File: config.mk
export PLATFORM = sky130hd
export DESIGN_NAME = emg_ea_ctrl
export DESIGN_NICKNAME = d
export VERILOG_FILES = /design/src/design/emg_ea_pkg.sv /design/src/design/emg_ea_ctrl.sv
export VERILOG_INCLUDE_DIRS = /design/src /design/src/design
export SDC_FILE = /design/constraint.sdc
export NUM_CORES = 1
export LEC_CHECK = 0
export ABC_AREA = 1
export BUFFER_PORTS_ARGS = -buffer_cell sky130_fd_sc_hd__buf_2
export CORE_ASPECT_RATIO = 0.6
export CORE_MARGIN = 2
export CORE_UTILIZATION = 50
export DETAILED_ROUTE_END_ITERATION = 10
export GPL_ROUTABILITY_DRIVEN = 0
export PLACE_DENSITY = 0.71
export RECOVER_POWER = 50
export SKIP_LAST_GASP = 1
export SLEW_MARGIN = 0
export SYNTH_ARGS = -nofsm -noshare
export SYNTH_HDL_FRONTEND = slang
export SYNTH_SLANG_ARGS = --single-unit
export TNS_END_PERCENT = 5
File: constraint.sdc
create_clock -name clk_i -period 2.1 [get_ports clk_i]
set_input_delay 0.42 -clock clk_i [delete_from_list [all_inputs] [get_ports clk_i]]
set_output_delay 0.42 -clock clk_i [all_outputs]
set_load 0.005 [all_outputs]
File: src/design/emg_exponential_activation_unit_assert.svh
// Assertion macros shared by the EMG activation unit RTL.
// Expects clk_i and rst_ni in the scope of each use.
`ifndef EMG_EXPONENTIAL_ACTIVATION_UNIT_ASSERT_SVH
`define EMG_EXPONENTIAL_ACTIVATION_UNIT_ASSERT_SVH

// same-cycle implication, off during reset
`define EMG_EA_ASSERT_IMP(lbl, ante, cons, msg) \
  lbl: assert property (@(posedge clk_i) disable iff (!rst_ni) (ante) |-> (cons)) \
    else $error(msg);

// next-cycle implication, off during reset
`define EMG_EA_ASSERT_NXT(lbl, ante, cons, msg) \
  lbl: assert property (@(posedge clk_i) disable iff (!rst_ni) (ante) |=> (cons)) \
    else $error(msg);

`endif

File: src/design/emg_ea_pkg.sv
// Shared types, constants and ROM helper functions for the EMG activation unit.
// No dependencies; used by the controller, datapath and top level.
package emg_ea_pkg;

  // exponential unit fraction width
  localparam int unsigned EXP_FRAC = 32;
  localparam logic [63:0] LN2_Q62  = 64'h2C5C_85FD_F473_DE6B;
  localparam logic [31:0] LN2_Q32  = LN2_Q62[61:30];
  localparam logic [31:0] LOG2E_Q30 = 32'd1549082005;
  // floor(v/3) = (v * RECIP3) >> 33 for any 32-bit v
  localparam logic [31:0] RECIP3   = 32'hAAAA_AAAB;
  localparam int unsigned DIV_STEPS = 17;

  // configuration register indexes
  localparam logic [1:0] CFG_COEF_C1 = 2'd0;
  localparam logic [1:0] CFG_COEF_C2 = 2'd1;
  localparam logic [1:0] CFG_SHAPE   = 2'd2;

  typedef struct packed {
    logic        command;
    logic [15:0] emg_sample;
  } in_word_t;

  typedef struct packed {
    logic [15:0]        activation;
    logic signed [19:0] neural_activation;
    logic               clipped;
  } out_word_t;

  // datapath micro-operations
  typedef enum logic [4:0] {
    OP_NONE, OP_A, OP_ACC1, OP_ACC2, OP_ACC3, OP_ROUND,
    OP_XMUL, OP_MAG, OP_YM, OP_TSPL, OP_FRAC, OP_W,
    OP_T2, OP_T3A, OP_T3B, OP_T4, OP_P, OP_SHIFT,
    OP_DSET, OP_DCHK, OP_DOVF, OP_DIV, OP_DFIN
  } dp_op_e;

  typedef struct packed {
    dp_op_e op;
    logic   exp_sel;   // 0: exp(A*u), 1: exp(A)
    logic   take;      // sample word accepted
    logic   clear;     // clear word accepted
    logic   out_load;  // move result into output register
  } dp_cmd_t;

  typedef struct packed {
    logic need_exp;
  } dp_status_t;

  // truncating division by a small constant, elaboration use only
  function automatic logic [63:0] div_small(input logic [63:0] v, input int unsigned k);
    logic [63:0] r;
    case (k)
      1:  r = v;
      2:  r = v / 2;
      3:  r = v / 3;
      4:  r = v / 4;
      5:  r = v / 5;
      6:  r = v / 6;
      7:  r = v / 7;
      8:  r = v / 8;
      9:  r = v / 9;
      10: r = v / 10;
      11: r = v / 11;
      12: r = v / 12;
      13: r = v / 13;
      14: r = v / 14;
      15: r = v / 15;
      16: r = v / 16;
      default: r = v;
    endcase
    return r;
  endfunction

  // ROM entry 2^(idx/depth) in Q.32, 16-term Taylor sum, truncating each step
  function automatic logic [32:0] exp_rom_entry(input int unsigned idx, input int unsigned lg);
    logic [127:0] w;
    logic [127:0] term;
    logic [127:0] sum;
    logic [127:0] prod;
    int unsigned  k;
    w    = (128'(idx) * 128'(LN2_Q32)) >> lg;
    term = 128'(1) << EXP_FRAC;
    sum  = term;
    for (k = 1; k <= 16; k++) begin
      prod = (term * w) >> EXP_FRAC;
      term = 128'(div_small(prod[63:0], k));
      sum  = sum + term;
    end
    return sum[32:0];
  endfunction

endpackage

File: src/design/emg_ea_ctrl.sv
// Sequencer for the EMG activation unit: handshakes and micro-op schedule.
// Depends on emg_ea_pkg and the assertion macro header.
`include "emg_exponential_activation_unit_assert.svh"

module emg_ea_ctrl import emg_ea_pkg::*; (
  input  logic       clk_i,
  input  logic       rst_ni,
  input  logic       in_valid_i,
  output logic       in_ready_o,
  input  logic       in_command_i,
  output logic       out_valid_o,
  input  logic       out_ready_i,
  input  dp_status_t status_i,
  output dp_cmd_t    cmd_o
);

  typedef enum logic [4:0] {
    S_IDLE, S_A, S_ACC1, S_ACC2, S_ACC3, S_ROUND, S_DECIDE,
    S_XMUL, S_MAG, S_YM, S_TSPL, S_FRAC, S_W, S_T2, S_T3A, S_T3B,
    S_T4, S_P, S_SHIFT, S_DSET, S_DCHK, S_DOVF, S_DIV, S_DFIN, S_OUT
  } state_e;

  state_e      state_q, state_d;
  dp_op_e      op_q, op_d;
  logic        sel_q, sel_d;
  logic [4:0]  cnt_q, cnt_d;
  logic        out_valid_q, out_valid_d;
  logic        take, clear, out_load;

  // micro-op issued while in each state
  function automatic dp_op_e op_of(input state_e s);
    dp_op_e o;
    unique case (s)
      S_A:     o = OP_A;
      S_ACC1:  o = OP_ACC1;
      S_ACC2:  o = OP_ACC2;
      S_ACC3:  o = OP_ACC3;
      S_ROUND: o = OP_ROUND;
      S_XMUL:  o = OP_XMUL;
      S_MAG:   o = OP_MAG;
      S_YM:    o = OP_YM;
      S_TSPL:  o = OP_TSPL;
      S_FRAC:  o = OP_FRAC;
      S_W:     o = OP_W;
      S_T2:    o = OP_T2;
      S_T3A:   o = OP_T3A;
      S_T3B:   o = OP_T3B;
      S_T4:    o = OP_T4;
      S_P:     o = OP_P;
      S_SHIFT: o = OP_SHIFT;
      S_DSET:  o = OP_DSET;
      S_DCHK:  o = OP_DCHK;
      S_DOVF:  o = OP_DOVF;
      S_DIV:   o = OP_DIV;
      S_DFIN:  o = OP_DFIN;
      default: o = OP_NONE;
    endcase
    return o;
  endfunction

  assign in_ready_o  = (state_q == S_IDLE);
  assign out_valid_o = out_valid_q;

  // next state
  always_comb begin
    state_d  = state_q;
    sel_d    = sel_q;
    cnt_d    = cnt_q;
    take     = 1'b0;
    clear    = 1'b0;
    out_load = 1'b0;
    unique case (state_q)
      S_IDLE: begin
        if (in_valid_i) begin
          if (in_command_i) begin
            clear = 1'b1;
          end else begin
            take    = 1'b1;
            state_d = S_A;
          end
        end
      end
      S_A:     state_d = S_ACC1;
      S_ACC1:  state_d = S_ACC2;
      S_ACC2:  state_d = S_ACC3;
      S_ACC3:  state_d = S_ROUND;
      S_ROUND: state_d = S_DECIDE;
      S_DECIDE: begin
        if (status_i.need_exp) begin
          state_d = S_XMUL;
          sel_d   = 1'b0;
        end else begin
          state_d = S_OUT;
        end
      end
      S_XMUL:  state_d = S_MAG;
      S_MAG:   state_d = S_YM;
      S_YM:    state_d = S_TSPL;
      S_TSPL:  state_d = S_FRAC;
      S_FRAC:  state_d = S_W;
      S_W:     state_d = S_T2;
      S_T2:    state_d = S_T3A;
      S_T3A:   state_d = S_T3B;
      S_T3B:   state_d = S_T4;
      S_T4:    state_d = S_P;
      S_P:     state_d = S_SHIFT;
      S_SHIFT: begin
        if (!sel_q) begin
          state_d = S_XMUL;
          sel_d   = 1'b1;
        end else begin
          state_d = S_DSET;
        end
      end
      S_DSET:  state_d = S_DCHK;
      S_DCHK:  state_d = S_DOVF;
      S_DOVF: begin
        state_d = S_DIV;
        cnt_d   = 5'(DIV_STEPS - 1);
      end
      S_DIV: begin
        if (cnt_q == '0) begin
          state_d = S_DFIN;
        end else begin
          cnt_d = cnt_q - 5'd1;
        end
      end
      S_DFIN:  state_d = S_OUT;
      S_OUT: begin
        if (!out_valid_q || out_ready_i) begin
          out_load = 1'b1;
          state_d  = S_IDLE;
        end
      end
      default: state_d = S_IDLE;
    endcase
    op_d = op_of(state_d);
  end

  // output register occupancy
  always_comb begin
    if (out_load) begin
      out_valid_d = 1'b1;
    end else if (out_ready_i) begin
      out_valid_d = 1'b0;
    end else begin
      out_valid_d = out_valid_q;
    end
  end

  // state and registered command outputs
  always_ff @(posedge clk_i or negedge rst_ni) begin
    if (!rst_ni) begin
      state_q     <= S_IDLE;
      op_q        <= OP_NONE;
      sel_q       <= 1'b0;
      cnt_q       <= '0;
      out_valid_q <= 1'b0;
    end else begin
      state_q     <= state_d;
      op_q        <= op_d;
      sel_q       <= sel_d;
      cnt_q       <= cnt_d;
      out_valid_q <= out_valid_d;
    end
  end

  assign cmd_o = '{op: op_q, exp_sel: sel_q, take: take, clear: clear, out_load: out_load};

  `EMG_EA_ASSERT_NXT(a_take_starts_filter, take, (state_q == S_A) && (op_q == OP_A), "take did not start filter")
  `EMG_EA_ASSERT_IMP(a_div_length, state_q == S_DFIN, ($past(state_q, 17) == S_DIV) && ($past(state_q, 18) == S_DOVF), "divider ran wrong number of steps")
  `EMG_EA_ASSERT_IMP(a_both_exps_done, state_q == S_DSET, sel_q && ($past(state_q) == S_SHIFT), "division started before both exponentials")

endmodule

==> summary.txt <==
Clock network
  • Worst skew pair latency: 260 ps
  • CTS buffer count: 3
  • Bufs on Longest Clock Path: 2
  • H-tree depth: 1
  • CTS tree: done
  • CTS Sinks: 17
  • Root buf cell: clkbuf_8
  • Worst-path clk slew: 70 ps

Critical path
  • Worst Path Required: approximately 2200 ps
  • Crit-path cells: inv_2 > nor2_4 > buf_4 > nand3_1 > nand2_1 > nor2_1 > nand4_1 > inv_2 > ha_1 > inv_1 > nor2_1 > o22ai_1
  • Worst path arrival time: 2130 ps
  • Crit Path Max Fanout: 8
  • Reg2reg path depth: 12
  • Slowest library cell on the worst path: dfrtp_1
  • Startpoint Class: flop
  • WS Path Type: flop to flop
  • CP Capture Type: flop
  • Critical Path Max Stage Delay: 440 ps

Floorplan
  • Die ar.: 0.00293 mm²
  • Io pins: 17
  • Core Area: 0.00226 mm²
  • Initial Util: 55.4%
  • Chip width: 68.6 µm
  • Die height: 42.8 µm
  • Cell row count: 13

Cells and area
  • Fin cells: 237
  • Final nets: 221
  • Ratio of cells with drive above 1 in the final layout: 22.7%
  • # fillers: approximately 220
  • Commonest cells after routing, fill and taps aside: nand2_1, nor2_1, inv_1
  • Multi-input logic area: 696 µm²
  • # diodes: 0
  • Fin util: 63.6%
  • Final Cell Area: 0.00144 mm²
  • Area grow syn2layout: 14.8%
  • Commonest non-fill, non-tap cell in the layout: nand2_1
  • Storage cell area: 429 µm²

Synthesis
  • Mapped Nets: roughly 200
  • Seq/Total Area, Yosys: 34.0%
  • Distinct cell type count after synthesis: 22
  • Mean Syn Cell Area: 6.73 µm²
  • Yosys reg bits: 17
  • Cells after Synth: 186
  • Synthesized area: ~0.0013 mm²
  • Yosys synthesis warning count: 0

Power and ir drop
  • PD cells: 1660 mW/mm²
  • Maximum vdd ir drop: 0.898 mV
  • Tot Pwr: about 2.4 mW
  • Leak pwr: 0.845 nW

Routing
  • Met3 wire length: 233 µm
  • Via count: between 1000 and 1500
  • Total Wirelength: 3040 µm
  • Length of routed met2 wiring: 1380 µm
  • Initial DRC count: 111
  • Wirelength per Cell: roughly 13 µm
  • Residual DRC: 0
  • Uppermost layer routed: met4
  • First-pass DRT Iterations: 5
  • M1 WL: 1380 µm
  • Routed vias/inst: 5.25
  • Routed Antenna Nets: 0

Status
  • Status: finished, final reports clean

Job
  • Max-Cap Viols: 0

STA
  • Setup Skew: 4.55 ps
  • Relative slew slack: 37.8%
  • Final setup vio count: 0
  • Fmax: 0.503 GHz
  • Worst-margin pin slew: 934 ps
  • Post-layout minimum cycle time: 1990 ps
  • Final setup TNS: 0 ps
  • Max-slew violation total from the final report: 0
  • Fin crit share: 94.7%
  • Final Hold Viols: 0

GRT
  • First-pass GRT wire length: approximately 4800 µm
  • Vias in the first global route: 1074
  • Initial antenna violation count: 0
  • Total Routing Usage GR: 22.1%
  • Global route total overflow: 0
  • Largest net degree at the start of global routing: 18

Place
  • Inst Count DP: 228
  • Placed Instance Area: ~0.0013 mm²
  • DP HPWL: 2350 µm
  • Port bufs: 16

Hold path
  • Min-delay worst type: input port to asynchronous set/reset pin
## cells by family (layout without fill, tap and decap cells)
| group | after synthesis | count (layout) | share of synthesized area [%] |
|---|---|---|---|
| AND/OR/NAND/NOR | 116 | 116 | 42.0 |
| flip-flops | 17 | 17 | 34.0 |
| XOR/XNOR | 2 | 2 | 1.40 |
| AO/OA/AOI/OAI | 10 | 10 | 4.20 |
| adder cells (fa/ha/maj) | 7 | 7 | 6.99 |
| buffers and inverters | 34 | 55 | 11.5 |
## final cells by class
| cell class | count | share of cell area (%) |
|---|---|---|
| multi-input cells | 135 | 48.4 |
| flip-flops and latches | 17 | 29.9 |
| repair buffers | 22 | 8.36 |
| clock inverters | 1 | 0.348 |
| well taps | 30 | 2.61 |
| clock buffers | 3 | 2.87 |
| inverters | 29 | 7.57 |
## through the flow
step                hold WS (ps)  setup slack [ps]
floorplan                    124               412
finish                       272               112
global route                 365             -48.0
global placement             369               153
detailed placement           368              99.6
CTS                         83.6              85.2
## flip-flops by register name, indices dropped and copies added, names as in the netlist
register and count:
cnt_q 5, op_q 5, state_q 5, out_valid_o 1, sel_q 1
## report_power, final
part	leakage [nW]	internal [mW]	switching, mW
combinational	0.604	0.573	0.948
clock	0.0255	0.132	0.126
sequential	0.216	0.480	0.127
## worst max-delay path, delay by kind of cell, from the launching register on
kind | cells | cell delay (ps)
flip-flops | 1 | 440
adder cells (fa/ha/maj) | 1 | 160
buffers and inverters | 4 | 480
AND/OR/NAND/NOR | 6 | 700
AO/OA/AOI/OAI | 1 | 90
## per-layer routing
| metal | up-vias | global-route usage, % |
|---|---|---|
| li1 | 619 | - |
| met4 | 0 | 6.40 |
| met1 | 565 | 29.3 |
| met3 | 7 | 6.63 |
| met2 | 54 | 34.6 |
| met5 | - | 0 |
## synth_stat cells, drive strengths merged
| cell | count | area, µm² |
|---|---|---|
| a21oi | 4 | 20.0 |
| buf | 5 | 35.0 |
| dfrtp | 17 | 425 |
| ha | 7 | 87.6 |
| inv | 29 | 109 |
| nand2 | 55 | 216 |
| nand3 | 21 | 120 |
| nand3b | 1 | 7.51 |
| nand4 | 3 | 18.8 |
| nor2 | 33 | 136 |
| nor3 | 3 | 26.3 |
| o21ai | 4 | 20.0 |
| o22ai | 2 | 12.5 |
| xor2 | 2 | 17.5 |
## worst paths after layout
check                                      from                       to  slack (ps)
min                                      rst_ni     state_q[4]$_DFF_PN0_         270
max in group asynchronous                rst_ni     state_q[0]$_DFF_PN0_        1200
max reg2reg                state_q[2]$_DFF_PN0_        op_q[3]$_DFF_PN0_         110
min reg2reg                cnt_q[4]$_DFFE_PN0P_     cnt_q[4]$_DFFE_PN0P_         510
max                        state_q[2]$_DFF_PN0_        op_q[3]$_DFF_PN0_         110
min in group clk_i                  out_ready_i  out_valid_o$_DFFE_PN0P_         370
## repair_timing
action,4_1_cts,5_1_grt
endpoints found under the setup margin,0,5
setup buffers,0,5
gates resized for setup,0,7
hold buffers,0,0
(Power assumes the default switching activity.)
